## src/rtl/rtpd_pkg.sv

```systemverilog
package rtpd_pkg;

  localparam int MaxResults = 7;
  localparam int CntW       = 3;
  localparam int PosW       = 19;

  localparam logic [PosW-1:0] PosMax      = {PosW{1'b1}};
  localparam logic [PosW-1:0] FixedHdrLen = 19'd12;

  // packet kind codes
  localparam logic [1:0] KindNone   = 2'd0;
  localparam logic [1:0] KindSingle = 2'd1;
  localparam logic [1:0] KindFrag   = 2'd2;
  localparam logic [1:0] KindAggr   = 2'd3;

  // nal unit types that select fragment or aggregation handling
  localparam logic [4:0] H264FuA  = 5'd28;
  localparam logic [4:0] H264StapA = 5'd24;
  localparam logic [5:0] H265Fu   = 6'd49;
  localparam logic [5:0] H265Ap   = 6'd48;

  typedef struct packed {
    logic [7:0] data;
    logic       has;
    logic       unit_end;
  } entry_t;

  typedef struct packed {
    logic [CntW-1:0]             cnt;
    entry_t [MaxResults-1:0]     ent;
  } parse_out_t;

endpackage

```

## src/rtl/rtpd_parse.sv

```systemverilog
module rtpd_parse (
  input  logic                   clk,
  input  logic                   rst_n,
  input  logic                   take,
  input  logic [7:0]             pkt_byte,
  input  logic                   last_byte,
  input  logic                   codec_h265,
  output rtpd_pkg::parse_out_t   pout
);

  logic [rtpd_pkg::PosW-1:0] pos_r, pos_nxt;
  logic [rtpd_pkg::PosW-1:0] pstart_r, pstart_nxt;
  logic                      ext_r, ext_nxt;
  logic                      marker_r, marker_nxt;
  logic [7:0]                first_r, first_nxt;
  logic [7:0]                second_r, second_nxt;
  logic [1:0]                kind_r, kind_nxt;
  logic                      nonempty_r, nonempty_nxt;

  logic [rtpd_pkg::PosW-1:0] ps_v;
  logic [rtpd_pkg::PosW-1:0] off;
  logic                      ext_v;
  logic                      marker_v;
  logic [7:0]                first_v;
  logic [7:0]                second_v;
  logic [1:0]                kind_v;
  logic                      in_pay;
  logic                      pre;
  logic [7:0]                d0, d1;
  logic [1:0]                nd;
  logic [rtpd_pkg::CntW-1:0] nb;
  logic                      usable;
  logic                      endf;
  logic [7:0]                seq [rtpd_pkg::MaxResults];

  always_comb begin
    ps_v     = pstart_r;
    ext_v    = ext_r;
    marker_v = marker_r;
    second_v = second_r;
    first_v  = first_r;
    kind_v   = kind_r;
    in_pay   = 1'b0;
    off      = '0;
    pre      = 1'b0;
    d0       = pkt_byte;
    d1       = 8'h00;
    nd       = 2'd0;

    if (pos_r == '0) begin
      ps_v  = rtpd_pkg::FixedHdrLen + {13'd0, pkt_byte[3:0], 2'b00};
      ext_v = pkt_byte[4];
    end else if (pos_r == 19'd1) begin
      marker_v = pkt_byte[7];
    end

    // extension header: length sits in its third and fourth bytes
    if (ext_v && pos_r != '0) begin
      if (pos_r == ps_v + 19'd2) begin
        second_v = pkt_byte;
      end else if (pos_r == ps_v + 19'd3) begin
        ps_v     = ps_v + 19'd4 + {1'b0, second_r, pkt_byte, 2'b00};
        ext_v    = 1'b0;
        second_v = 8'h00;
      end
    end else if (!ext_v && pos_r >= ps_v) begin
      in_pay = 1'b1;
      off    = pos_r - ps_v;
    end

    if (in_pay) begin
      if (off == '0) begin
        first_v = pkt_byte;
        if (!codec_h265) begin
          kind_v = (pkt_byte[4:0] == rtpd_pkg::H264FuA)   ? rtpd_pkg::KindFrag :
                   (pkt_byte[4:0] == rtpd_pkg::H264StapA) ? rtpd_pkg::KindAggr :
                                                            rtpd_pkg::KindSingle;
        end else begin
          kind_v = (pkt_byte[6:1] == rtpd_pkg::H265Fu) ? rtpd_pkg::KindFrag :
                   (pkt_byte[6:1] == rtpd_pkg::H265Ap) ? rtpd_pkg::KindAggr :
                                                         rtpd_pkg::KindSingle;
        end
        if (kind_v == rtpd_pkg::KindSingle) begin
          pre = 1'b1;
          nd  = 2'd1;
        end
      end else if (kind_r == rtpd_pkg::KindSingle) begin
        nd = 2'd1;
      end else if (kind_r == rtpd_pkg::KindFrag) begin
        if (off == 19'd1) begin
          second_v = pkt_byte;
        end
        if (!codec_h265) begin
          if (off == 19'd1) begin
            if (pkt_byte[7]) begin
              pre = 1'b1;
              nd  = 2'd1;
              d0  = (first_r & 8'hE0) | (pkt_byte & 8'h1F);
            end
          end else begin
            nd = 2'd1;
          end
        end else begin
          if (off == 19'd2) begin
            if (pkt_byte[7]) begin
              pre = 1'b1;
              nd  = 2'd2;
              d0  = (first_r & 8'h81) | {1'b0, pkt_byte[5:0], 1'b0};
              d1  = second_r;
            end
          end else if (off > 19'd2) begin
            nd = 2'd1;
          end
        end
      end
    end

    nb = pre ? (3'd4 + {1'b0, nd}) : {1'b0, nd};

    // a fragment too short for its fu bytes does not close the unit
    usable = in_pay;
    if (usable && kind_v == rtpd_pkg::KindFrag) begin
      usable = codec_h265 ? (off >= 19'd2) : (off >= 19'd1);
    end
    endf = last_byte && usable && marker_v && (nonempty_r || nb != '0);

    seq[0] = pre ? 8'h00 : d0;
    seq[1] = pre ? 8'h00 : d1;
    seq[2] = 8'h00;
    seq[3] = pre ? 8'h01 : 8'h00;
    seq[4] = d0;
    seq[5] = d1;
    seq[6] = 8'h00;

    for (int i = 0; i < rtpd_pkg::MaxResults; i++) begin
      pout.ent[i] = '0;
      if (3'(i) < nb) begin
        pout.ent[i].data = seq[i];
        pout.ent[i].has  = 1'b1;
      end else if (3'(i) == nb && endf) begin
        pout.ent[i].unit_end = 1'b1;
      end
    end
    pout.cnt = nb + {2'b00, endf};

    nonempty_nxt = endf ? 1'b0 : (nonempty_r || nb != '0);

    if (last_byte) begin
      pos_nxt    = '0;
      pstart_nxt = rtpd_pkg::FixedHdrLen;
      ext_nxt    = 1'b0;
      marker_nxt = 1'b0;
      first_nxt  = 8'h00;
      second_nxt = 8'h00;
      kind_nxt   = rtpd_pkg::KindNone;
    end else begin
      pos_nxt    = (pos_r == rtpd_pkg::PosMax) ? pos_r : pos_r + 19'd1;
      pstart_nxt = ps_v;
      ext_nxt    = ext_v;
      marker_nxt = marker_v;
      first_nxt  = first_v;
      second_nxt = second_v;
      kind_nxt   = kind_v;
    end
  end

  always_ff @(posedge clk) begin
    if (!rst_n) begin
      pos_r      <= '0;
      pstart_r   <= rtpd_pkg::FixedHdrLen;
      ext_r      <= 1'b0;
      marker_r   <= 1'b0;
      first_r    <= 8'h00;
      second_r   <= 8'h00;
      kind_r     <= rtpd_pkg::KindNone;
      nonempty_r <= 1'b0;
    end else if (take) begin
      pos_r      <= pos_nxt;
      pstart_r   <= pstart_nxt;
      ext_r      <= ext_nxt;
      marker_r   <= marker_nxt;
      first_r    <= first_nxt;
      second_r   <= second_nxt;
      kind_r     <= kind_nxt;
      nonempty_r <= nonempty_nxt;
    end
  end

endmodule

```

## src/rtl/rtp_h264_h265_depayloader.sv

```systemverilog
// RTP to Annex B depayloader for H.264 and H.265. Packet bytes enter one per
// transaction on the in_ channel with in_tlast on the final byte; the fixed
// header, CSRC list and header extension are skipped, single NAL units get a
// 00 00 00 01 start code, fragmentation units are reassembled with a rebuilt
// NAL header and aggregation packets are dropped. A marker packet with a
// usable payload closes a non-empty access unit with an end-only transaction
// (out_tuser[1] set, out_tuser[0] clear). Each input byte yields 0 to 7
// output transactions, out_tlast marking the last of them. A byte passes an
// input register and the parse logic into a 7-entry result shift register;
// the byte waits in the input register until the result register empties.
// The result register drains one entry per cycle while out_tready is high
// and takes the next byte's results in the cycle it empties, so a byte holds
// the input until its last result is taken (5 results at a start code, 6 at
// an H.265 fragment start, plus 1 when an access unit ends there).
// cfg_wr_data[0] selects H.265 (1) or H.264 (0) rules; write it only while idle.
module rtp_h264_h265_depayloader (
  input  logic       clk,
  input  logic       rst_n,
  input  logic       cfg_wr_en,
  input  logic       cfg_wr_data,   // codec_is_h265
  input  logic       in_tvalid,
  output logic       in_tready,
  input  logic [7:0] in_tdata,      // [7:0] packet_byte
  input  logic       in_tlast,      // last_byte
  output logic       out_tvalid,
  input  logic       out_tready,
  output logic [7:0] out_tdata,     // [7:0] out_byte
  output logic [1:0] out_tuser,     // [0] has_byte, [1] unit_end
  output logic       out_tlast      // run_last
);

  logic                      h265_r;
  logic                      in_vld_r;
  logic [7:0]                in_byte_r;
  logic                      in_last_r;
  rtpd_pkg::entry_t [rtpd_pkg::MaxResults-1:0] ent_r;
  logic [rtpd_pkg::CntW-1:0] cnt_r;

  rtpd_pkg::parse_out_t      pout;
  logic                      burst_free;
  logic                      take;
  logic                      out_fire;

  assign out_fire   = out_tvalid && out_tready;
  assign burst_free = (cnt_r == '0) || (cnt_r == 3'd1 && out_tready);
  assign take       = in_vld_r && burst_free;
  assign in_tready  = !in_vld_r || take;

  always_ff @(posedge clk) begin
    if (!rst_n) begin
      h265_r <= 1'b0;
    end else if (cfg_wr_en) begin
      h265_r <= cfg_wr_data;
    end
  end

  always_ff @(posedge clk) begin
    if (!rst_n) begin
      in_vld_r <= 1'b0;
    end else if (in_tvalid && in_tready) begin
      in_vld_r <= 1'b1;
    end else if (take) begin
      in_vld_r <= 1'b0;
    end
  end

  always_ff @(posedge clk) begin
    if (in_tvalid && in_tready) begin
      in_byte_r <= in_tdata;
      in_last_r <= in_tlast;
    end
  end

  rtpd_parse u_parse (
    .clk        (clk),
    .rst_n      (rst_n),
    .take       (take),
    .pkt_byte   (in_byte_r),
    .last_byte  (in_last_r),
    .codec_h265 (h265_r),
    .pout       (pout)
  );

  always_ff @(posedge clk) begin
    if (!rst_n) begin
      cnt_r <= '0;
    end else if (take) begin
      cnt_r <= pout.cnt;
    end else if (out_fire) begin
      cnt_r <= cnt_r - 3'd1;
    end
  end

  always_ff @(posedge clk) begin
    if (take) begin
      ent_r <= pout.ent;
    end else if (out_fire) begin
      for (int i = 0; i < rtpd_pkg::MaxResults - 1; i++) begin
        ent_r[i] <= ent_r[i+1];
      end
      ent_r[rtpd_pkg::MaxResults-1] <= '0;
    end
  end

  assign out_tvalid = (cnt_r != '0);
  assign out_tdata  = ent_r[0].data;
  assign out_tuser  = {ent_r[0].unit_end, ent_r[0].has};
  assign out_tlast  = (cnt_r == 3'd1);

`ifndef ASSERT_OFF
  a_cnt_range: assert property (@(posedge clk) disable iff (!rst_n)
    cnt_r <= 3'(rtpd_pkg::MaxResults))
    else $error("result count above maximum");

  a_end_only: assert property (@(posedge clk) disable iff (!rst_n)
    out_tvalid && out_tuser[1] |-> !out_tuser[0] && out_tdata == 8'h00 && out_tlast)
    else $error("unit end item carries data or is not last");

  a_load_shows: assert property (@(posedge clk) disable iff (!rst_n)
    take && pout.cnt != '0 |=> out_tvalid)
    else $error("loaded results not presented");

  a_run_holds: assert property (@(posedge clk) disable iff (!rst_n)
    out_fire && !out_tlast |=> out_tvalid && !$past(take))
    else $error("run broken before its last result");
`endif

endmodule

```

## config.mk

```make
export PLATFORM = sky130hd
export DESIGN_NAME = rtp_h264_h265_depayloader
export DESIGN_NICKNAME = d
export VERILOG_FILES = /design/src/rtl/rtpd_pkg.sv /design/src/rtl/rtpd_parse.sv /design/src/rtl/rtp_h264_h265_depayloader.sv
export SDC_FILE = /design/constraint.sdc
export NUM_CORES = 1
export LEC_CHECK = 0
export BUFFER_PORTS_ARGS = -buffer_cell sky130_fd_sc_hd__buf_2
export CORE_ASPECT_RATIO = 1.1
export CORE_MARGIN = 10
export CORE_UTILIZATION = 50
export CTS_CLUSTER_DIAMETER = 40
export CTS_CLUSTER_SIZE = 12
export DETAILED_ROUTE_END_ITERATION = 10
export PLACE_DENSITY = 0.66
export SYNTH_ARGS = -nofsm -noshare
export SYNTH_HDL_FRONTEND = slang
export SYNTH_SLANG_ARGS = --single-unit
export TNS_END_PERCENT = 50
```

## constraint.sdc

```tcl
create_clock -name clk -period 8.3 [get_ports clk]
set_input_delay 0 -clock clk [delete_from_list [all_inputs] [get_ports clk]]
set_output_delay 0 -clock clk [all_outputs]
set_load 0.005 [all_outputs]
```

==> impl_results.md, run 1 <==
- Result of the run: complete, no violations
- Number of DRC violations after detailed-routing iteration 0: 627
- Min-Delay Path Class: in2reg
- Die boundary width: roughly 150 um
- Count of cells resized by post-cts repair: 0
- Worst clock skew: about 0.016 ns
- Total routed wire length on the met1 layer: around 11000 um
- Synthesized flop and latch total: 131
- Number of failing hold endpoints at the final stage: 0
- Final worst-path setup slack: 1.99 ns
- Maximum VDD drop: 0.155 mV
- Routed via count divided by cell count: roughly 6.0
- Number of instances in the synthesized netlist: 1042
- Kind of end point of the critical path: flop
- R2R setup slack: 1.99 ns
- Total iterations of the first detailed-routing run: 6
- Cts-stage hold buffer count: 14
- Std-Cell Core Area: around 18000 um^2
- First-pass GRT wire length: about 40000 um
- Via count of the first global-routing pass: 7327
- Fin Setup TNS: 0 ns
- Overall die area: ~25000 um^2
- Deepest level of the CTS H-tree: 4
- Cell internal pwr: around 1.6 mW
- Clock share of power: 0.302
- Number of clock sinks: 131
- Number of buffer cells added on primary ports: 27
- Cell variety after synth: 89
- Largest net degree at the start of global routing: 66
- Cells on worst reg2reg path: 22
- Required time worst endpoint: between 8 and 9 ns
- Max transition margin: 0.155
- Drt drc: 0
- Commonest non-fill, non-tap cell in the layout: sky130_fd_sc_hd__nand2_1
- Final critical-path required period: 6.31 ns
- EDFF count, synth: between 70 and 80
- Inserted Clock Buffers: 17
- Initial core utilization: 0.508
- Inserted Diodes: 0
- Proportion of power drawn by flip-flops and latches: 0.409
- Sw frac: 0.340
- Area share of the leading cell type in the synthesized netlist: 0.229
- Maximum Capacitance Violations: 0
- Minimum hold slack: 0.276 ns
- Actual transition at the worst max-transition pin: about 1.3 ns
- CTS root buf: sky130_fd_sc_hd__clkbuf_16
- Die span in y: 163 um
- Met3 Wirelength: approximately 1400 um
- Placed wire-length estimate: between 15000 and 20000 um
- Most used cells in the layout excluding fill and tap cells: 95 x sky130_fd_sc_hd__nand2_1, 83 x sky130_fd_sc_hd__nor2_1, 71 x sky130_fd_sc_hd__edfxtp_1, 62 x sky130_fd_sc_hd__ha_1, 60 x sky130_fd_sc_hd__dfxtp_1
- Placement Rows: 52
- Clock tree from TritonCTS: done
- Max frequency: between 150 and 200 MHz
- Post-detailed-route count of antenna-violating nets: 0
- Post-Syn Area per Cell: 8.94 um^2
- WS Path Type: reg2reg
- Yosys warning total: 0
- Final worst-path cycle share: 0.760
- Reg2Reg Launch Point: u_parse.pos_r[2]
- Max-slew violation count: 0
- Antenna violations before repair: 0
- Non-filler cells, final: 1308
- Main synth FF type: sky130_fd_sc_hd__edfxtp_1
- Setup violations, final: 0
- Sort of element at the start of the critical path: flop
- Leak Pwr: 4.30 nW
- Worst Min Path Start: in_tdata[7]
- Library cell occupying the most area in the post-synthesis netlist: sky130_fd_sc_hd__edfxtp_1
- Buffers inserted during post-CTS setup optimization: 0
- Largest cells by area after synthesis: sky130_fd_sc_hd__edfxtp_1 23%, sky130_fd_sc_hd__dfxtp_1 13%, sky130_fd_sc_hd__ha_1 8.3%, sky130_fd_sc_hd__xnor2_1 3.9%, sky130_fd_sc_hd__nand2_1 3.8%
- Routed len/inst: 19.2 um
- Power spent charging and discharging nets: about 0.83 mW
- Ratio of cells with drive above 1 in the final layout: 0.0967
- Share of flip-flops with an asynchronous set or reset after synthesis: 0
- Net total in the final layout: between 1000 and 1500
- Ratio of total power to cell area: 239 nW/um^2
- Post-Place Worst Slack: 2.14 ns
- Top Ports: 28
- Synthesis-to-layout area growth: 9.96%
- Overall via count from detail_route: ~8000
- Post-synth net total: around 1100
- Worst Hold Endpoint: in_byte_r[7]
- DR WL met2: ~12000 um
- Overall routing resource usage: 0.206
- Worst-skew pair later-pin latency: 0.43 ns
- Wirelength, routed: 25100 um
- # placed instances: 1262
- WHS Path Cells: 2
- Number of buffers on the longest clock path: 2
- Proportion of synthesized chip area in sequential cells: 0.358
- Combinational power share: 0.289
- Cell area after synthesis: 9320 um^2
- Final Wtd Congestion: roughly 0.96
- RSZ-0062 raised after global routing: no
- Arrival time worst endpoint: ~6.6 ns
- Crit Reg-Reg Endpoint: cnt_r[1]
- Uppermost routed layer: met4
- Leftover overflow at the end of global routing: 0
- Clock-pin slew reported for the worst setup and hold paths after clock tree synthesis: 0.06 ns
- Crit path max fanout: 14
state kept, by name, summed over array words and instances, names as in the netlist, 2 cells and up:
signal / cells
u_parse.kind_r: 2
cnt_r: 3
u_parse.pos_r: 19
u_parse.second_r: 8
out_tuser: 2
ent_r: 52
out_tdata: 8
u_parse.first_r: 4
in_byte_r: 8
u_parse.pstart_r: 19
logic make-up (layout without fill, tap and decap cells):
kind of cell | count (synthesis) | in the layout | share of synthesized area
flip-flops | 131 | 131 | 0.358
multiplexers | 20 | 20 | 0.0220
other | 1 | 1 | 0.000402
AND/OR/NAND/NOR | 401 | 401 | 0.234
adder cells (fa/ha/maj) | 64 | 64 | 0.0875
AO/OA/AOI/OAI | 247 | 247 | 0.181
buffers and inverters | 107 | 130 | 0.0499
XOR/XNOR | 71 | 71 | 0.0675
worst max-delay path by stage:
stage / start / to / cells past startpoint / slack (ns)
floorplan: u_parse.pos_r[8] / cnt_r[1] / 27 / 3.00
global placement: u_parse.pos_r[10] / cnt_r[1] / 22 / 2.14
detailed placement: u_parse.pos_r[10] / cnt_r[1] / 20 / 2.14
CTS: u_parse.pos_r[10] / cnt_r[1] / 22 / 2.10
global route: u_parse.pos_r[10] / cnt_r[1] / 22 / 1.56
finish: u_parse.pos_r[2] / cnt_r[1] / 22 / 1.99
cell type report:
cell class                      instances  area [um^2]
Clock inverter                         15          146
Timing Repair Buffer                   48          328
Tap cell                              243          304
Multi-Input combinational cell        804         5520
Clock buffer                           17          425
Inverter                               50          188
Sequential cell                       131         3330
Fill cell                            1718         8100
metrics by stage:
step | instance area, um^2 | power (mW) | utilization
after global placement | 9540 | 1.70 | 0.520
after floorplan | 9320 | 1.54 | -
after global routing | 10200 | 2.59 | 0.559
final | 10200 | 2.45 | 0.559
after detailed placement | 9540 | 1.72 | 0.520
after CTS | 10200 | 2.47 | 0.559
Yosys cell counts (5+ instances only):
library cell,number
sky130_fd_sc_hd__a211oi_1,10
sky130_fd_sc_hd__a21o_1,18
sky130_fd_sc_hd__a21oi_1,50
sky130_fd_sc_hd__a22o_1,17
sky130_fd_sc_hd__a22oi_1,6
sky130_fd_sc_hd__a31oi_1,10
sky130_fd_sc_hd__and2_1,43
sky130_fd_sc_hd__and3_1,17
sky130_fd_sc_hd__buf_2,9
sky130_fd_sc_hd__buf_4,12
sky130_fd_sc_hd__clkbuf_1,33
sky130_fd_sc_hd__dfxtp_1,60
sky130_fd_sc_hd__edfxtp_1,71
sky130_fd_sc_hd__ha_1,62
sky130_fd_sc_hd__inv_1,50
sky130_fd_sc_hd__mux2i_1,16
sky130_fd_sc_hd__nand2_1,95
sky130_fd_sc_hd__nand2b_1,11
sky130_fd_sc_hd__nand3_1,35
sky130_fd_sc_hd__nand4_1,21
sky130_fd_sc_hd__nor2_1,83
sky130_fd_sc_hd__nor2b_1,11
sky130_fd_sc_hd__nor3_1,26
sky130_fd_sc_hd__nor4_1,7
sky130_fd_sc_hd__o211ai_1,7
sky130_fd_sc_hd__o21a_1,5
sky130_fd_sc_hd__o21ai_0,47
sky130_fd_sc_hd__o21ai_1,11
sky130_fd_sc_hd__o31ai_1,16
sky130_fd_sc_hd__or2_2,5
sky130_fd_sc_hd__or3_1,8
sky130_fd_sc_hd__xnor2_1,41
sky130_fd_sc_hd__xor2_1,29
worst max-delay path, stage by stage (launching register included):
cell and delay, ns:
sky130_fd_sc_hd__dfxtp_1 0.45, sky130_fd_sc_hd__nor4_4 0.33, sky130_fd_sc_hd__and3_1 0.46, sky130_fd_sc_hd__nand3_1 0.57, sky130_fd_sc_hd__o21a_1 0.44, sky130_fd_sc_hd__ha_1 0.44
sky130_fd_sc_hd__and3b_1 0.29, sky130_fd_sc_hd__o21bai_1 0.10, sky130_fd_sc_hd__a21bo_2 0.23, sky130_fd_sc_hd__nor4_4 0.24, sky130_fd_sc_hd__nor2b_2 0.11, sky130_fd_sc_hd__nor2_1 0.11
sky130_fd_sc_hd__mux2_1 0.33, sky130_fd_sc_hd__nor4b_1 0.40, sky130_fd_sc_hd__nor4b_2 0.27, sky130_fd_sc_hd__buf_4 0.23, sky130_fd_sc_hd__o21ai_1 0.21, sky130_fd_sc_hd__nand2b_1 0.22
sky130_fd_sc_hd__o21a_1 0.13, sky130_fd_sc_hd__ha_1 0.13, sky130_fd_sc_hd__ha_1 0.22, sky130_fd_sc_hd__o211ai_1 0.17, sky130_fd_sc_hd__a21oi_1 0.09
power by group through the flow:
stage | Clock [mW] | Sequential, mW | Combinational [mW]
6_report | 0.739 | 1.00 | 0.707
2_1_floorplan | 0 | 0.992 | 0.549
3_3_place_gp | 0 | 1.01 | 0.694
4_1_cts | 0.752 | 1.00 | 0.712
5_1_grt | 0.776 | 1.02 | 0.795
3_5_place_dp | 0 | 1.01 | 0.703
routing by layer:
metal	vias to the layer above	track usage
li1	3804	-
met1	3758	0.266
met2	244	0.339
met3	45	0.0338
met4	0	0.0725
met5	-	0
Power figures use the tool's default switching activity.
==> run 2: changes to the inputs <==
PLACE_DENSITY = 0.69   (was 0.66)
clock period = 5.49 ns   (was 8.3 ns; I/O delays follow)
==> impl_results.md, run 2 (same netlist as run 1, synthesis figures left out) <==
- Delay of the slowest cell on the worst path: 0.46 ns (was 0.57 ns)
- Crit Reg-Reg Endpoint: cnt_r[1] (unchanged)
- Clock-pin slew reported for the worst setup and hold paths after clock tree synthesis: 0.06 ns (about the same)
- Overall via count from detail_route: 8133 (was 7851)
- Actual transition at the worst max-transition pin: 1.10 ns (was 1.26 ns)
- Final worst-path setup slack: 0.231 ns (was 1.99 ns)
- Std-Cell Core Area: 18300 um^2 (unchanged)
- Required time worst endpoint: 5.80 ns (was 8.60 ns)
- CTS root buf: sky130_fd_sc_hd__clkbuf_16 (unchanged)
- Ratio of cells with drive above 1 in the final layout: 0.157 (was 0.0967)
- Post-detailed-route count of antenna-violating nets: 0 (unchanged)
- Maximum VDD drop: 0.328 mV (was 0.155 mV)
- Worst-path cell chain: inv_1, ha_1, nand3_1, buf_4, nand2_1, ha_1, o21ai_0, nand2b_1, nand3_1, or2_2, o31ai_1, a21oi_1, o311ai_0, buf_4, nand3_1, nor4b_2, buf_4, buf_4, nand4_4, inv_1, ha_1, o211ai_1, a21oi_1 (was nor4_4, and3_1, nand3_1, o21a_1, ha_1, and3b_1, o21bai_1, a21bo_2, nor4_4, nor2b_2, nor2_1, mux2_1, nor4b_1, nor4b_2, buf_4, o21ai_1, nand2b_1, o21a_1, ha_1, ha_1, o211ai_1, a21oi_1)
- Clock tree from TritonCTS: done (unchanged)
- Crit path max fanout: 8 (was 14)
- Setup violations, final: 0 (unchanged)
- Cells on worst reg2reg path: 23 (was 22)
- Timing startpoint of the critical path: u_parse.pos_r[0] (was u_parse.pos_r[2])
- Final worst-path cycle share: 0.958 (was 0.760)
- Wirelength, routed: 26600 um (was 25100 um)
- Leak Pwr: 4.59 nW (was 4.30 nW)
- Worst Hold Endpoint: in_last_r (was in_byte_r[7])
- Placement Rows: 52 (unchanged)
- Final core occ: 0.588 (was 0.559)
- Overall die area: 24500 um^2 (unchanged)
- Initial core utilization: 0.508 (unchanged)
- Worst-skew pair later-pin latency: 0.44 ns (was 0.43 ns)
- Number of failing hold endpoints at the final stage: 0 (unchanged)
- FF/Latch Area: 3330 um^2 (about the same)
- Kind of end point of the critical path: flop (unchanged)
- Routed via count divided by cell count: 5.98 (was 6.00)
- Overall routing resource usage: 0.216 (was 0.206)
- Number of DRC violations after detailed-routing iteration 0: 682 (was 627)
- Die boundary width: 150 um (unchanged)
- Area after DPL: 9840 um^2 (was 9540 um^2)
- Registers with the most flip-flops: ent_r: 52 flops, u_parse.pos_r: 19 flops, u_parse.pstart_r: 19 flops (unchanged)
- Minimum hold slack: 0.276 ns (about the same)
- Via count of the first global-routing pass: 7627 (was 7327)
- Multi-input gate area in the final layout: 5620 um^2 (was 5520 um^2)
- Worst Min Path Start: in_tlast (was in_tdata[7])
- Routed len/inst: 19.5 um (was 19.2 um)
- Number of flip-flops under the largest register name: 52 (unchanged)
- Die span in y: 163 um (unchanged)
- R2R setup slack: 0.23 ns (was 1.99 ns)
- Max transition margin: 0.265 (was 0.155)
- Non-filler cells, final: 1360 (was 1308)
- Fillcell total: 1610 (was 1718)
- First-pass GRT wire length: 41800 um (was 40000 um)
- Commonest non-fill, non-tap cell in the layout: sky130_fd_sc_hd__nand2_1 (unchanged)
- Number of buffer cells added on primary ports: 27 (unchanged)
- Cell at the slowest stage of the critical path: sky130_fd_sc_hd__ha_1 (was sky130_fd_sc_hd__nand3_1)
- Number of buffers on the longest clock path: 2 (unchanged)
- Cell repeated most along the worst path: sky130_fd_sc_hd__buf_4 (was sky130_fd_sc_hd__ha_1)
- Most used cells in the layout excluding fill and tap cells: 95 x sky130_fd_sc_hd__nand2_1, 83 x sky130_fd_sc_hd__nor2_1, 71 x sky130_fd_sc_hd__edfxtp_1 (was 95 x sky130_fd_sc_hd__nand2_1, 83 x sky130_fd_sc_hd__nor2_1, 71 x sky130_fd_sc_hd__edfxtp_1, 62 x sky130_fd_sc_hd__ha_1, 60 x sky130_fd_sc_hd__dfxtp_1)
- Placed wire-length estimate: 19600 um (was 18700 um)
- Net total in the final layout: 1183 (was 1131)
- Fin Setup TNS: 0 ns (unchanged)
- Largest net degree at the start of global routing: 86 (was 66)
- Arrival time worst endpoint: 5.57 ns (was 6.61 ns)
- Reg2Reg Launch Point: u_parse.pos_r[0] (was u_parse.pos_r[2])
- Leftover overflow at the end of global routing: 0 (unchanged)
- Min-Delay Path Class: in2reg (unchanged)
- Ratio of total power to cell area: 360 nW/um^2 (was 239 nW/um^2)
- Post-Place Worst Slack: 0.226 ns (was 2.14 ns)
- Overall power consumption: 3.89 mW (was 2.45 mW)
- Top Ports: 28 (unchanged)
- # placed instances: 1303 (was 1262)
- Final Wtd Congestion: 0.996 (was 0.961)
- Maximum Capacitance Violations: 0 (unchanged)
- Total iterations of the first detailed-routing run: 7 (was 6)
- Number of clock sinks: 131 (unchanged)
- Worst clock skew: 0.00856 ns (was 0.0159 ns)
- Inserted Clock Buffers: 17 (unchanged)
- Max frequency: 190 MHz (was 159 MHz)
- Final std cell area, no fill: 10800 um^2 (was 10200 um^2)
- Sort of element at the start of the critical path: flop (unchanged)
- Result of the run: complete, no violations (unchanged)
- Max-slew violation count: 0 (unchanged)
- WS Path Type: reg2reg (unchanged)
- Inserted Diodes: 0 (unchanged)
- Largest register by flop count: ent_r (unchanged)
- WHS Path Cells: 2 (unchanged)
- Deepest level of the CTS H-tree: 4 (unchanged)
- Antenna violations before repair: 0 (unchanged)
- Final critical-path required period: 5.26 ns (was 6.31 ns)
- Synthesis-to-layout area growth: 15.7% (was 9.96%)
- Drt drc: 0 (unchanged)
-- run 2: area by class of cell --
cell class,count,share of cell area
Clock inverter,15,0.0182
Tap cell,243,0.0282
Multi-Input combinational cell,804,0.521
Sequential cell,131,0.309
Timing Repair Buffer,100,0.0666
Inverter,50,0.0174
Clock buffer,17,0.0394
-- run 2: power by group --
part / internal, mW / switching, mW
Clock: 0.729 / 0.494
Sequential: 1.42 / 0.103
Combinational: 0.430 / 0.712
-- run 2: worst max-delay path: cells and delay by family, from the launching register on --
family,cells,cell delay (ns)
simple gates,8,1.80
buf+inv,6,1.02
flops,1,0.42
fa+ha+maj,3,1.00
compound gates,6,0.89
-- run 2: repair_timing --
item / 4_1_cts / 5_1_grt
hold buffers: 14 / 0
setup endpoints to repair: 0 / 23
buffers inserted: 0 / 11
resized for setup: 0 / 25
hold endpoints to repair: 16 / 0
-- run 2: worst max path at each step --
stage	cells past startpoint	slack (ns)	to
final	23	0.23	cnt_r[1]
after global routing	21	-0.003	cnt_r[1]
after CTS	21	0.21	cnt_r[1]
after detailed placement	21	0.23	cnt_r[1]
after global placement	21	0.20	cnt_r[1]
after floorplan	27	0.19	cnt_r[1]
-- run 2: per-layer routing --
layer | up-vias | GRT usage | wire length [um]
met3 | 57 | 0.0329 | 1420
met1 | 3891 | 0.266 | 11200
li1 | 3907 | - | -
met4 | 0 | 0.0893 | 812
met2 | 278 | 0.369 | 13200
met5 | - | 0 | 0
==> run 3: changes to the inputs <==
BUFFER_PORTS_ARGS = -buffer_cell sky130_fd_sc_hd__buf_4   (was -buffer_cell sky130_fd_sc_hd__buf_2)
==> impl_results.md, run 3 (same netlist as run 1, synthesis figures left out) <==
- Registers with the most flip-flops: ent_r: 52 flops, u_parse.pos_r: 19 flops, u_parse.pstart_r: 19 flops (unchanged)
- Inserted Diodes: 0 (unchanged)
- Ratio of total power to cell area: 355 nW/um^2 (was 360 nW/um^2)
- Cells on worst reg2reg path: 22 (was 23)
- Max frequency: 192 MHz (was 190 MHz)
- Kind of end point of the critical path: flop (unchanged)
- Ratio of cells with drive above 1 in the final layout: 0.139 (was 0.157)
- Minimum hold slack: 0.292 ns (was 0.276 ns)
- Timing startpoint of the critical path: u_parse.pos_r[6] (was u_parse.pos_r[0])
- Via count of the first global-routing pass: 7454 (was 7627)
- Final worst-path cycle share: 0.948 (was 0.958)
- Synthesis-to-layout area growth: 14.6% (was 15.7%)
- Crit path max fanout: 11 (was 8)
- Std-Cell Core Area: 18300 um^2 (unchanged)
- Placed wire-length estimate: 19100 um (was 19600 um)
- Maximum VDD drop: 0.239 mV (was 0.328 mV)
- WHS Path Cells: 2 (unchanged)
- Max transition margin: 0.286 (was 0.265)
- Clock-pin slew reported for the worst setup and hold paths after clock tree synthesis: 0.06 ns (about the same)
- Number of clock sinks: 131 (unchanged)
- Buffers inserted during post-CTS setup optimization: 0 (unchanged)
- Actual transition at the worst max-transition pin: 1.07 ns (was 1.10 ns)
- Buffers plus inverters on the worst setup path: 1 (was 6)
- CTS root buf: sky130_fd_sc_hd__clkbuf_16 (unchanged)
- Fillcell total: 1644 (was 1610)
- Cell at the slowest stage of the critical path: sky130_fd_sc_hd__ha_2 (was sky130_fd_sc_hd__ha_1)
- Routed len/inst: 19.1 um (was 19.5 um)
- Largest register by flop count: ent_r (unchanged)
- Arrival time worst endpoint: 5.51 ns (was 5.57 ns)
- Net total in the final layout: 1170 (was 1183)
- Total routed wire length on the met1 layer: 11300 um (was 11200 um)
- Max-slew violation count: 0 (unchanged)
- Final critical-path required period: 5.21 ns (was 5.26 ns)
- Antenna violations before repair: 0 (unchanged)
- Most used cells in the layout excluding fill and tap cells: 95 x sky130_fd_sc_hd__nand2_1, 83 x sky130_fd_sc_hd__nor2_1, 72 x sky130_fd_sc_hd__buf_4, 71 x sky130_fd_sc_hd__edfxtp_1, 61 x sky130_fd_sc_hd__ha_1 (was 95 x sky130_fd_sc_hd__nand2_1, 83 x sky130_fd_sc_hd__nor2_1, 71 x sky130_fd_sc_hd__edfxtp_1)
- Setup violations, final: 0 (unchanged)
- Number of failing hold endpoints at the final stage: 0 (unchanged)
- WS Path Type: reg2reg (unchanged)
- Number of buffer cells added on primary ports: 27 (unchanged)
- Result of the run: complete, no violations (unchanged)
- Reg2Reg Launch Point: u_parse.pos_r[6] (was u_parse.pos_r[0])
- Worst clock skew: 0.00881 ns (was 0.00856 ns)
- Cell family contributing the most delay on the critical path: simple AND/OR/NAND/NOR gates (unchanged)
- Wirelength, routed: 25800 um (was 26600 um)
- Combinational power share: 0.301 (was 0.294)
- Uppermost routed layer: met4 (unchanged)
- Sw frac: 0.339 (was 0.337)
- Number of flip-flops under the largest register name: 52 (unchanged)
- Die boundary width: 150 um (unchanged)
- Post-detailed-route count of antenna-violating nets: 0 (unchanged)
- Drt drc: 0 (unchanged)
- Top Ports: 28 (unchanged)
- Clock share of power: 0.301 (was 0.315)
- First-pass GRT wire length: 40500 um (was 41800 um)
- Number of buffers on the longest clock path: 2 (unchanged)
- Overall power consumption: 3.80 mW (was 3.89 mW)
- Leftover overflow at the end of global routing: 0 (unchanged)
- Overall die area: 24500 um^2 (unchanged)
- Deepest level of the CTS H-tree: 4 (unchanged)
- Required time worst endpoint: 5.80 ns (about the same)
- Die span in y: 163 um (unchanged)
- Placement Rows: 52 (unchanged)
- Leak Pwr: 4.54 nW (was 4.59 nW)
- Largest net degree at the start of global routing: 86 (unchanged)
- Commonest non-fill, non-tap cell in the layout: sky130_fd_sc_hd__nand2_1 (unchanged)
- Multi-input gate area in the final layout: 5570 um^2 (was 5620 um^2)
- Worst-skew pair later-pin latency: 0.43 ns (was 0.44 ns)
- Sort of element at the start of the critical path: flop (unchanged)
- Cell internal pwr: 2.51 mW (was 2.58 mW)
- Total iterations of the first detailed-routing run: 6 (was 7)
- Initial core utilization: 0.508 (unchanged)
- Proportion of power drawn by flip-flops and latches: 0.398 (was 0.391)
- Worst Min Path Start: in_tdata[2] (was in_tlast)
- Area after DPL: 9910 um^2 (was 9840 um^2)
- Final std cell area, no fill: 10700 um^2 (was 10800 um^2)
- FF/Latch Area: 3330 um^2 (about the same)
- Maximum Capacitance Violations: 0 (unchanged)
- Clock tree from TritonCTS: done (unchanged)
- Number of DRC violations after detailed-routing iteration 0: 680 (was 682)
- Overall via count from detail_route: 8058 (was 8133)
- Min-Delay Path Class: in2reg (unchanged)
- Routed via count divided by cell count: 5.98 (about the same)
- Path length in cells of the critical path: 22 (was 23)
- Final Wtd Congestion: 0.939 (was 0.996)
- Power spent charging and discharging nets: 1.29 mW (was 1.31 mW)
- Overall routing resource usage: 0.208 (was 0.216)
- Worst-path cell chain: nor4_4, and3b_1, nand3_1, o21a_1, ha_2, and3b_1, o21bai_1, a21bo_2, nor4_4, nor2b_2, nor2_1, mux2_1, nor4b_2, nor4b_2, buf_4, o21ai_1, nand2b_1, o21a_1, ha_1, ha_1, o211ai_1, a21oi_1 (was inv_1, ha_1, nand3_1, buf_4, nand2_1, ha_1, o21ai_0, nand2b_1, nand3_1, or2_2, o31ai_1, a21oi_1, o311ai_0, buf_4, nand3_1, nor4b_2, buf_4, buf_4, nand4_4, inv_1, ha_1, o211ai_1, a21oi_1)
- DR WL met2: 12200 um (was 13200 um)
- Final core occ: 0.582 (was 0.588)
- Delay of the slowest cell on the worst path: 0.41 ns (was 0.46 ns)
- Met3 Wirelength: 1470 um (was 1420 um)
- Fin Setup TNS: 0 ns (unchanged)
- Inserted Clock Buffers: 17 (unchanged)
-- run 3: changes by cell type in the layout (fill, tap and decap cells not counted), sizes merged --
cell	previous run	this run
buf	86	73
bufinv	3	1
clkinv	3	2
clkinvlp	2	3
inv	57	59
-- run 3: path summary, 6_finish.rpt --
path                            slack (ns)            to
worst min-delay path                  0.29  in_byte_r[2]
worst max register to register        0.28      cnt_r[1]
worst min register to register        0.46      cnt_r[1]
worst max-delay path                  0.28      cnt_r[1]
-- run 3: worst reg2reg max path: cells and delay by family (launching register included) --
kind,cells,cell delay (ns)
AOI/OAI and AO/OA,7,1.08
adders and majority gates,3,0.76
buffers and inverters,1,0.23
DFF,1,0.39
muxes,1,0.35
and+or+nand+nor,10,2.29
-- run 3: power by group through the flow --
| stage | clock (mW) | sequential (mW) | combinational, mW |
|---|---|---|---|
| 2_1_floorplan | 0 | 1.50 | 0.830 |
| 3_3_place_gp | 0 | 1.52 | 1.11 |
| 3_5_place_dp | 0 | 1.53 | 1.12 |
| 4_1_cts | 1.15 | 1.51 | 1.14 |
| 5_1_grt | 1.19 | 1.54 | 1.27 |
| 6_report | 1.14 | 1.51 | 1.14 |
-- run 3: layout make-up --
cell class	count	area share
clock buffers	17	0.0398
clock inverters	15	0.0153
inverters	50	0.0176
multi-input cells	804	0.521
flip-flops and latches	131	0.312
well taps	243	0.0285
repair buffers	87	0.0656
-- run 3: routing by layer --
layer / track usage / vias up
li1: - / 3888
met1: 0.268 / 3832
met2: 0.343 / 282
met3: 0.0304 / 56
met4: 0.0858 / 0
met5: 0 / -
-- run 3: per-stage QoR --
step                setup WS, ns  cells
finish                     0.285   1347
global route             -0.0551   1347
CTS                        0.231   1347
detailed placement         0.241   1301
global placement           0.235   1301
floorplan                  0.187   1042
-- run 3: timing repair --
| item | 4_1_cts | 5_1_grt |
|---|---|---|
| endpoints found under the setup margin | 0 | 33 |
| endpoints found under the hold margin | 19 | 0 |
| hold buffers | 14 | 0 |
| gates resized for setup | 0 | 13 |
